File: src/rtl/autorange_light_frequency_meter_defines.svh
// assertion macros shared by the frequency meter rtl
// no dependencies; included by modules that carry assertions
`ifndef AUTORANGE_LIGHT_FREQUENCY_METER_DEFINES_SVH
`define AUTORANGE_LIGHT_FREQUENCY_METER_DEFINES_SVH

// same-cycle implication, disabled in reset
`define ALFM_ASSERT_IMP(lbl, ante, cons) \
  lbl: assert property (@(posedge clk) disable iff (rst) (ante) |-> (cons)) \
    else $error("alfm assertion failed");

// next-cycle implication, disabled in reset
`define ALFM_ASSERT_NXT(lbl, ante, cons) \
  lbl: assert property (@(posedge clk) disable iff (rst) (ante) |=> (cons)) \
    else $error("alfm assertion failed");

`endif

File: src/rtl/alfm_pkg.sv
// shared types and constants of the light frequency meter
// no dependencies
package alfm_pkg;

  typedef enum logic [7:0] {
    S_IDLE  = 8'b0000_0001,
    S_DIV   = 8'b0000_0010,
    S_CHECK = 8'b0000_0100,
    S_NORM  = 8'b0000_1000,
    S_SQR   = 8'b0001_0000,
    S_TERM  = 8'b0010_0000,
    S_SUM   = 8'b0100_0000,
    S_OUT   = 8'b1000_0000
  } state_t;

  localparam logic [1:0] CMD_POLL   = 2'd0;
  localparam logic [1:0] CMD_PERIOD = 2'd1;
  localparam logic [1:0] CMD_GATE   = 2'd2;

  localparam logic [1:0] REG_CLOCK_HZ   = 2'd0;
  localparam logic [1:0] REG_SQ_OFFSET  = 2'd1;
  localparam logic [1:0] REG_UP_SWITCH  = 2'd2;
  localparam logic [1:0] REG_DOWN_SWITCH = 2'd3;

  localparam logic [27:0] CLOCK_HZ_RST = 28'd48000000;
  localparam logic [19:0] UP_SWITCH_RST = 20'd1500;
  localparam logic [19:0] DOWN_SWITCH_RST = 20'd1000;

  // 2.5*log10(2) in q24
  localparam logic [23:0] LOG_K_Q24 = 24'd12626113;
  localparam logic signed [14:0] SKY_ZERO_Q8 = 15'sd5632;
  localparam logic signed [16:0] SKY_MAX = 17'sd16383;
  localparam logic signed [16:0] SKY_MIN = -17'sd16384;
  // ceil(2^21/10), exact floor division by ten for values below 2^18
  localparam logic [17:0] TENTH_RECIP = 18'd209716;
  localparam logic [9:0] SLOW_NUM = 10'd1000;

  typedef struct packed {
    logic busy;
    logic done;
  } div_status_t;

endpackage

File: src/rtl/autorange_light_frequency_meter.sv
// top level of the auto-ranging light frequency meter
// uses alfm_pkg, alfm_div and the assertion macro header
//
// usage:
//  input channel (in_valid/in_ready) takes one item: command, sample_value,
//  now_ms. command selects poll, period capture or gate count.
//  output channel (out_valid/out_ready) returns exactly one item per input:
//  range_mode, frequency_q12, sensor_seen, sky_brightness_q8, frequency_updated.
//  the block works on one item at a time; in_ready is high only when idle.
//  a poll with zero frequency goes from the check straight to the output; an
//  item that divides first runs the shared restoring divider (one bit per
//  cycle); a nonzero frequency then takes a normalizing shift and the log
//  squaring in one 32x32 multiplier, then the scale multiply and offset.
//  the result waits in the output registers while out_ready is low; no new
//  item is taken until it is accepted.
//  configuration writes (cfg_we/cfg_index/cfg_data) take effect at once and
//  are meant for idle time only.
//  reset (rst, synchronous) restores register defaults and clears the fsm, mode, averages, frequency and flags.
module autorange_light_frequency_meter
  import alfm_pkg::*;
#(
  parameter int PERIOD_AVERAGE = 11,
  parameter int GATE_AVERAGE   = 5,
  parameter int SLOW_LIMIT_MS  = 1000,
  parameter int FREQ_FRAC_BITS = 12
) (
  input  logic               clk,
  input  logic               rst,
  input  logic               cfg_we,
  input  logic [1:0]         cfg_index,
  input  logic [27:0]        cfg_data,
  input  logic               in_valid,
  output logic               in_ready,
  input  logic [1:0]         command,
  input  logic [31:0]        sample_value,
  input  logic [31:0]        now_ms,
  output logic               out_valid,
  input  logic               out_ready,
  output logic               range_mode,
  output logic [31:0]        frequency_q12,
  output logic               sensor_seen,
  output logic signed [14:0] sky_brightness_q8,
  output logic               frequency_updated
);

  localparam int F  = FREQ_FRAC_BITS;
  localparam int DW = 33 + F;

  state_t state;

  logic [27:0] clock_hz;
  logic [8:0]  sq_offset_tenths;
  logic [19:0] up_switch_hz;
  logic [19:0] down_switch_hz;
  logic [13:0] off_q8;

  logic        mode;
  logic [31:0] sample_sum;
  logic [3:0]  sample_count;
  logic [31:0] last_capture_ms;
  logic        slow_timer_flag;
  logic [31:0] frequency;
  logic        seen;
  logic        updated;
  logic        check;
  logic [31:0] now_l;
  logic signed [14:0] sky;

  logic          div_go;
  logic [DW-1:0] div_dvd;
  logic [31:0]   div_dvs;
  logic [DW-1:0] div_q;
  div_status_t   div_st;

  logic [31:0] m;
  logic [4:0]  e;
  logic [15:0] frac;
  logic [3:0]  sq_cnt;
  logic [44:0] k_prod;
  logic        l_neg;

  // idle-time decision terms
  logic [31:0]   dt;
  logic [31:0]   base_sum;
  logic [3:0]    base_cnt;
  logic [32:0]   add_sum;
  logic [31:0]   new_sum;
  logic [3:0]    new_cnt;
  logic [31:0]   ck_prod;
  logic [DW-1:0] per_dvd;
  logic [DW-1:0] gate_dvd;
  logic [DW-1:0] slow_dvd;

  always_comb begin
    dt       = now_ms - last_capture_ms;
    base_sum = (!mode && slow_timer_flag) ? 32'd0 : sample_sum;
    base_cnt = (!mode && slow_timer_flag) ? 4'd0 : sample_count;
    add_sum  = {1'b0, base_sum} + {1'b0, sample_value};
    new_sum  = add_sum[32] ? 32'hFFFF_FFFF : add_sum[31:0];
    new_cnt  = base_cnt + 4'd1;
    ck_prod  = {4'b0, clock_hz} * {28'b0, new_cnt};
    per_dvd  = (DW'(ck_prod) << F) + DW'(new_sum >> 1);
    gate_dvd = (DW'(new_sum) << F) + DW'(new_cnt >> 1);
    slow_dvd = (DW'(SLOW_NUM) << F) + DW'(dt >> 1);
  end

  // squaring step of the log
  logic [63:0] sq_full;
  logic [32:0] sq_sh;
  assign sq_full = {32'b0, m} * {32'b0, m};
  assign sq_sh   = sq_full[63:31];

  // log2 minus the fraction scale, signed
  logic signed [21:0] l_val;
  logic [20:0]        l_mag;
  assign l_val = $signed({1'b0, e, frac}) - 22'sd1 * $signed(22'(F) << 16);
  assign l_mag = l_val[21] ? 21'(-l_val) : l_val[20:0];

  logic [13:0]        term;
  logic signed [16:0] sky_s;
  logic [45:0]        k_round;
  assign k_round = {1'b0, k_prod} + 46'h0_0080_0000_00;
  assign term    = k_round[45:32];
  assign sky_s   = l_neg ? $signed({3'b0, off_q8}) + $signed({3'b0, term})
                         : $signed({3'b0, off_q8}) - $signed({3'b0, term});

  logic [16:0] off_x;
  logic [34:0] off_p;
  assign off_x = {sq_offset_tenths, 8'b0} + 17'd5;
  assign off_p = {18'b0, off_x} * {17'b0, TENTH_RECIP};

  logic [DW-1:0] up_lim;
  logic [DW-1:0] down_lim;
  assign up_lim   = DW'(up_switch_hz) << F;
  assign down_lim = DW'(down_switch_hz) << F;

  alfm_div #(.DW(DW), .VW(32)) u_div (
    .clk      (clk),
    .rst      (rst),
    .start    (div_go),
    .dividend (div_dvd),
    .divisor  (div_dvs),
    .quotient (div_q),
    .status   (div_st)
  );

  always_ff @(posedge clk) begin
    if (rst) begin
      state            <= S_IDLE;
      clock_hz         <= CLOCK_HZ_RST;
      sq_offset_tenths <= '0;
      up_switch_hz     <= UP_SWITCH_RST;
      down_switch_hz   <= DOWN_SWITCH_RST;
      mode             <= 1'b0;
      sample_sum       <= '0;
      sample_count     <= '0;
      last_capture_ms  <= '0;
      slow_timer_flag  <= 1'b0;
      frequency        <= '0;
      seen             <= 1'b0;
      div_go           <= 1'b0;
      updated          <= 1'b0;
      check            <= 1'b0;
    end else begin
      div_go <= 1'b0;
      off_q8 <= off_p[34:21];
      if (cfg_we) begin
        case (cfg_index)
          REG_CLOCK_HZ:    clock_hz <= cfg_data;
          REG_SQ_OFFSET:   sq_offset_tenths <= cfg_data[8:0];
          REG_UP_SWITCH:   up_switch_hz <= cfg_data[19:0];
          REG_DOWN_SWITCH: down_switch_hz <= cfg_data[19:0];
          default: ;
        endcase
      end
      case (state)
        S_IDLE: begin
          if (in_valid) begin
            now_l   <= now_ms;
            updated <= 1'b0;
            check   <= 1'b1;
            state   <= S_CHECK;
            if (!mode) begin
              if (command == CMD_PERIOD) begin
                seen            <= 1'b1;
                last_capture_ms <= now_ms;
                if (dt > 32'(SLOW_LIMIT_MS)) begin
                  // slow light: timer fallback, capture dropped
                  slow_timer_flag <= 1'b1;
                  div_dvd <= slow_dvd;
                  div_dvs <= dt;
                  div_go  <= 1'b1;
                  check   <= 1'b0;
                  updated <= 1'b1;
                  state   <= S_DIV;
                end else begin
                  slow_timer_flag <= 1'b0;
                  if (new_cnt >= 4'(PERIOD_AVERAGE)) begin
                    sample_sum   <= '0;
                    sample_count <= '0;
                    updated      <= 1'b1;
                    if (new_sum != 32'd0) begin
                      div_dvd <= per_dvd;
                      div_dvs <= new_sum;
                      div_go  <= 1'b1;
                      state   <= S_DIV;
                    end else begin
                      frequency <= '0;
                    end
                  end else begin
                    sample_sum   <= new_sum;
                    sample_count <= new_cnt;
                  end
                end
              end
            end else if (command == CMD_GATE) begin
              seen <= 1'b1;
              if (new_cnt >= 4'(GATE_AVERAGE) && new_cnt != 4'd0) begin
                sample_sum   <= '0;
                sample_count <= '0;
                updated      <= 1'b1;
                div_dvd      <= gate_dvd;
                div_dvs      <= {28'b0, new_cnt};
                div_go       <= 1'b1;
                state        <= S_DIV;
              end else begin
                sample_sum   <= new_sum;
                sample_count <= new_cnt;
              end
            end
          end
        end
        S_DIV: begin
          if (div_st.done) begin
            frequency <= (div_q[DW-1:32] != '0) ? 32'hFFFF_FFFF : div_q[31:0];
            state     <= S_CHECK;
          end
        end
        S_CHECK: begin
          if (!mode) begin
            if (check && DW'(frequency) > up_lim) begin
              mode         <= 1'b1;
              sample_sum   <= '0;
              sample_count <= '0;
            end
          end else if (DW'(frequency) < down_lim) begin
            mode            <= 1'b0;
            last_capture_ms <= now_l;
            sample_sum      <= '0;
            sample_count    <= '0;
          end
          m <= frequency;
          e <= 5'd31;
          if (frequency == 32'd0) begin
            sky   <= SKY_ZERO_Q8;
            state <= S_OUT;
          end else begin
            state <= S_NORM;
          end
        end
        S_NORM: begin
          // shift up to the leading one
          if (m[31]) begin
            frac   <= '0;
            sq_cnt <= '0;
            state  <= S_SQR;
          end else begin
            m <= {m[30:0], 1'b0};
            e <= e - 5'd1;
          end
        end
        S_SQR: begin
          frac   <= {frac[14:0], sq_sh[32]};
          m      <= sq_sh[32] ? sq_sh[32:1] : sq_sh[31:0];
          sq_cnt <= sq_cnt + 4'd1;
          if (sq_cnt == 4'd15) begin
            state <= S_TERM;
          end
        end
        S_TERM: begin
          k_prod <= {24'b0, l_mag} * {21'b0, LOG_K_Q24};
          l_neg  <= l_val[21];
          state  <= S_SUM;
        end
        S_SUM: begin
          if (sky_s > SKY_MAX) begin
            sky <= 15'(SKY_MAX);
          end else if (sky_s < SKY_MIN) begin
            sky <= 15'(SKY_MIN);
          end else begin
            sky <= sky_s[14:0];
          end
          state <= S_OUT;
        end
        S_OUT: begin
          if (out_ready) begin
            state <= S_IDLE;
          end
        end
        default: state <= S_IDLE;
      endcase
    end
  end

  assign in_ready          = (state == S_IDLE);
  assign out_valid         = (state == S_OUT);
  assign range_mode        = mode;
  assign frequency_q12     = frequency;
  assign sensor_seen       = seen;
  assign sky_brightness_q8 = sky;
  assign frequency_updated = updated;

`include "autorange_light_frequency_meter_defines.svh"

  `ALFM_ASSERT_IMP(a_ready_excl, in_ready, !out_valid)
  `ALFM_ASSERT_IMP(a_done_in_div, div_st.done, state == S_DIV)
  `ALFM_ASSERT_NXT(a_out_ret, out_valid && out_ready, in_ready)
  `ALFM_ASSERT_IMP(a_sky_zero, out_valid && frequency_q12 == 32'd0, sky == SKY_ZERO_Q8)

endmodule

File: src/rtl/alfm_div.sv
// restoring divider, one quotient bit per cycle
// uses alfm_pkg for the status struct
module alfm_div
  import alfm_pkg::*;
#(
  parameter int DW = 45,
  parameter int VW = 32
) (
  input  logic          clk,
  input  logic          rst,
  input  logic          start,
  input  logic [DW-1:0] dividend,
  input  logic [VW-1:0] divisor,
  output logic [DW-1:0] quotient,
  output div_status_t   status
);

  localparam int CW = $clog2(DW + 1);

  logic [VW-1:0] rem;
  logic [DW-1:0] quo;
  logic [CW-1:0] cnt;
  logic          busy;
  logic          done;
  logic [VW:0]   trial;
  logic          fits;

  assign trial = {rem, quo[DW-1]};
  assign fits  = trial >= {1'b0, divisor};

  always_ff @(posedge clk) begin
    if (rst) begin
      busy <= 1'b0;
      done <= 1'b0;
      cnt  <= '0;
    end else begin
      done <= 1'b0;
      if (start && !busy) begin
        quo  <= dividend;
        rem  <= '0;
        cnt  <= CW'(DW);
        busy <= 1'b1;
      end else if (busy) begin
        if (fits) begin
          rem <= VW'(trial - {1'b0, divisor});
        end else begin
          rem <= trial[VW-1:0];
        end
        quo <= {quo[DW-2:0], fits};
        cnt <= cnt - 1'b1;
        if (cnt == CW'(1)) begin
          busy <= 1'b0;
          done <= 1'b1;
        end
      end
    end
  end

  assign quotient    = quo;
  assign status.busy = busy;
  assign status.done = done;

`include "autorange_light_frequency_meter_defines.svh"

  `ALFM_ASSERT_IMP(a_done_idle, done, !busy)
  `ALFM_ASSERT_NXT(a_start_busy, start && !busy, busy)
  `ALFM_ASSERT_IMP(a_busy_cnt, busy, cnt != '0)

endmodule

File: config.mk
export PLATFORM = sky130hd
export DESIGN_NAME = autorange_light_frequency_meter
export DESIGN_NICKNAME = d
export VERILOG_FILES = /design/src/rtl/alfm_pkg.sv /design/src/rtl/autorange_light_frequency_meter.sv /design/src/rtl/alfm_div.sv
export VERILOG_INCLUDE_DIRS = /design/src /design/src/rtl
export SDC_FILE = /design/constraint.sdc
export NUM_CORES = 2
export LEC_CHECK = 0
export BUFFER_PORTS_ARGS = -buffer_cell sky130_fd_sc_hd__buf_4
export CAP_MARGIN = 5
export CORE_MARGIN = 4
export CORE_UTILIZATION = 55
export DETAILED_ROUTE_END_ITERATION = 8
export PLACE_DENSITY = 0.71
export SLEW_MARGIN = 30
export SYNTH_ARGS = -nofsm -noshare
export SYNTH_HDL_FRONTEND = slang
export SYNTH_SLANG_ARGS = --single-unit
File: constraint.sdc
create_clock -name clk -period 14.6 [get_ports clk]
set_input_delay 0.73 -clock clk [delete_from_list [all_inputs] [get_ports clk]]
set_output_delay 0.73 -clock clk [all_outputs]
set_load 0.01 [all_outputs]
==> run summary <==
status - finished clean
RSZ-0062 raised after global routing - no
Worst Skew - 0.0851 ns
Clk Latency, worst-skew pair - 0.67 ns
Netlist Area Pre-Place - 69100 µm²
routed vias/inst - 5.64
initial antenna violation count - 4
drt first pass iters - 6
Worst EP required - 15.10 ns
M1 GR Usage - 37.8%
largest family of logic cells by synthesized area - adder cells
DR iter-0 viols - 3659
GR peak layer - met2
Post-Synth Simple-Gate Area - 13.7%
H-tree Lvls - 2
Net Count, Synth - 9497
Synthesis Warnings - 0
# fillers - 10800
hold buffers post-CTS - 0
final worst path period need - 10.60 ns
fraction of registers with async set/reset - 0%
average wire per standard cell - 20.0 µm
met3 usage - 6.19%
kind of end point of the critical path - flip-flop
die extent in y - 363 µm
TNS Setup - 0 ns
cell count after synthesis - 7590
Max Slew Vio Count - 0
leading area contributor after synthesis - fa_1
post-cts resize count - 0
total number of vias - 52400
Worst-path clk slew - 0.07 ns
I/O pin cnt - 153
routability cong. - 0.958
Nets - 9514
die area - 131000 µm²
Synth area leaders - fa_1 (28%), ha_1 (15%), edfxtp_1 (12%), inv_1 (8.1%), dfxtp_1 (5.8%)
fin cells - 9293
core box area - 124000 µm²
CTS sink count - 474
Yosys top cell area share - 28.2%
DP HPWL - 146000 µm
Synth cell types - 87
most used cell, CP - fa_1
initial core utilization - 55.6%
Tcrit/Tclk final - 72.6%
CP Class - flip-flop to flip-flop
post-synthesis sequential area ratio - 17.7%
CP startpoint kind - flip-flop
Worst Hold Class - primary input to flip-flop
drt total wl - 186000 µm
post-synthesis xor/xnor area fraction - 3.55%
crit path DAT - 11.10 ns
flop and latch count out of synthesis - 474
Die Width - 363 µm
WHS - 0.262 ns
Compound-Gate Fraction of Synth Area - 10.7%
Max clock buf depth - 3
TritonCTS clock tree - built
Port Buffer Count - 152
max-cap violations - 0
Total GRT Usage - 28.6%
DRT antenna net count - 0
clock root buffer - clkbuf_16
adder-cell area share of the yosys netlist - 43.2%
Most used DFF post-synth - edfxtp_1
total gr overflow - 0
Critical-path top delay cell - nor4_1
layout cells sized above 1 - 5.33%
fmax - 94.3 MHz
largest net degree at the start of global routing - 75
Area Growth Syn to Fin - 7.09%
Setup-failing EPs final - 0
first-pass GRT wire length - 300000 µm
postcts setup bufs - 0
DP Cell Count - 9187
CP max FO - 22
crit-path max cell delay - 0.68 ns
post-synthesis mux area share - 1.41%
met2 usage in global routing - 47.0%
number of flops mapped to enable cells by yosys - 275
CTS Buf Count - 53
Syn Area/Cell - 9.11 µm²
Final Hold Fails - 0
vias in the first global route - 54900
# rows - 129
DRC Markers - 0
worst-margin pin slew - 0.996 ns
Worst slew margin - 33.6%
[path summary, 6_finish.rpt]
kind	slack, ns	end	start	depth (start not counted)
worst max-delay path	4.00	m[30]	m[17]	30
worst min-delay path	0.26	now_l[0]	now_ms[0]	1
worst max register to register	4.00	m[30]	m[17]	30
worst min register to register	0.46	down_switch_hz[2]	down_switch_hz[2]	2
[per-layer routing]
metal  up-vias  part of all wire (%)
met5         -                0.0048
met4         2                   3.9
met3       408                   8.6
met2      1872                    46
met1     25600                    41
li1      24500                     -
[flip-flops by register name, summed over array words and instances (netlist names), 6 cells and up]
register and flops:
up_switch_hz 20, last_capture_ms 32, state 8, sky_brightness_q8 15
frac 16, div_dvs 31, frequency_q12 32, sq_offset_tenths 9
u_div.quotient 45, now_l 32, u_div.cnt 6, k_prod 14
off_q8 14, u_div.rem 32, down_switch_hz 20, div_dvd 34
clock_hz 28, m 32, sample_sum 32
[cell type report]
cell class	instances	area, µm²	share of cell area, %
Inverter	1494	5610	7.57
Antenna cell	4	10.0	0.0135
Timing Repair Buffer	229	1770	2.39
Clock buffer	61	1450	1.96
Sequential cell	474	12200	16.5
Multi-Input combinational cell	5355	50400	68.0
Tap cell	1637	2050	2.77
Clock inverter	39	558	0.754
[cells in the mapped netlist, drive strengths merged, types with 44 or more instances]
| library cell | count |
|---|---|
| a21oi | 317 |
| nand2b | 48 |
| dfxtp | 199 |
| nor2 | 378 |
| clkbuf | 239 |
| nor3 | 96 |
| mux2i | 94 |
| edfxtp | 275 |
| a21o | 117 |
| xor2 | 100 |
| a211oi | 84 |
| xnor2 | 180 |
| nand2 | 806 |
| ha | 833 |
| nand4 | 44 |
| o21ai | 282 |
| fa | 973 |
| inv | 1492 |
| nand3 | 112 |
| and2 | 323 |
[worst max-delay path: cells and delay by family, from the launching register on]
kind | cells | cell delay [ns]
adders and majority gates | 9 | 4.45
AOI/OAI and AO/OA | 9 | 2.54
and+or+nand+nor | 4 | 1.24
buffers and inverters | 7 | 1.06
DFF | 1 | 0.58
xor gates and xnor gates | 1 | 0.54
[layout by cell type (no fill, tap or decap), drive strengths merged, types with 21 or more instances in the layout]
master | netlist | routed
inv | 1492 | 1501
fa | 973 | 973
ha | 833 | 833
nand2 | 806 | 806
nor2 | 378 | 378
and2 | 323 | 323
a21oi | 317 | 317
o21ai | 282 | 282
edfxtp | 275 | 275
buf | 28 | 229
dfxtp | 199 | 199
xnor2 | 180 | 180
a21o | 117 | 117
nand3 | 112 | 112
xor2 | 100 | 100
nor3 | 96 | 96
mux2i | 94 | 94
a211oi | 84 | 84
clkbuf | 239 | 61
nand2b | 48 | 48
nand4 | 44 | 44
o21a | 43 | 43
nor2b | 43 | 43
o21bai | 35 | 35
a31oi | 34 | 34
and3 | 31 | 31
a22oi | 28 | 28
or2 | 26 | 26
o211ai | 26 | 26
nor4 | 26 | 26
or3 | 21 | 21
o31ai | 21 | 21
[logic make-up after synthesis]
group,after synthesis
flip-flops,474
adder cells (fa/ha/maj),1806
AO/OA/AOI/OAI,1157
AND/OR/NAND/NOR,2015
XOR/XNOR,280
multiplexers,97
buffers and inverters,1761
[per-stage QoR]
step	instance area, µm²	worst slack, ns	util [%]
CTS	74000	3.80	59.5
finish	74000	4.00	59.6
detailed placement	72000	3.92	57.9
global placement	71900	4.11	57.9
floorplan	69100	5.86	-
global route	74000	3.57	59.6
Power is not shown: default switching activity piles up to over one toggle a cycle in this logic, so the estimate is an artifact.
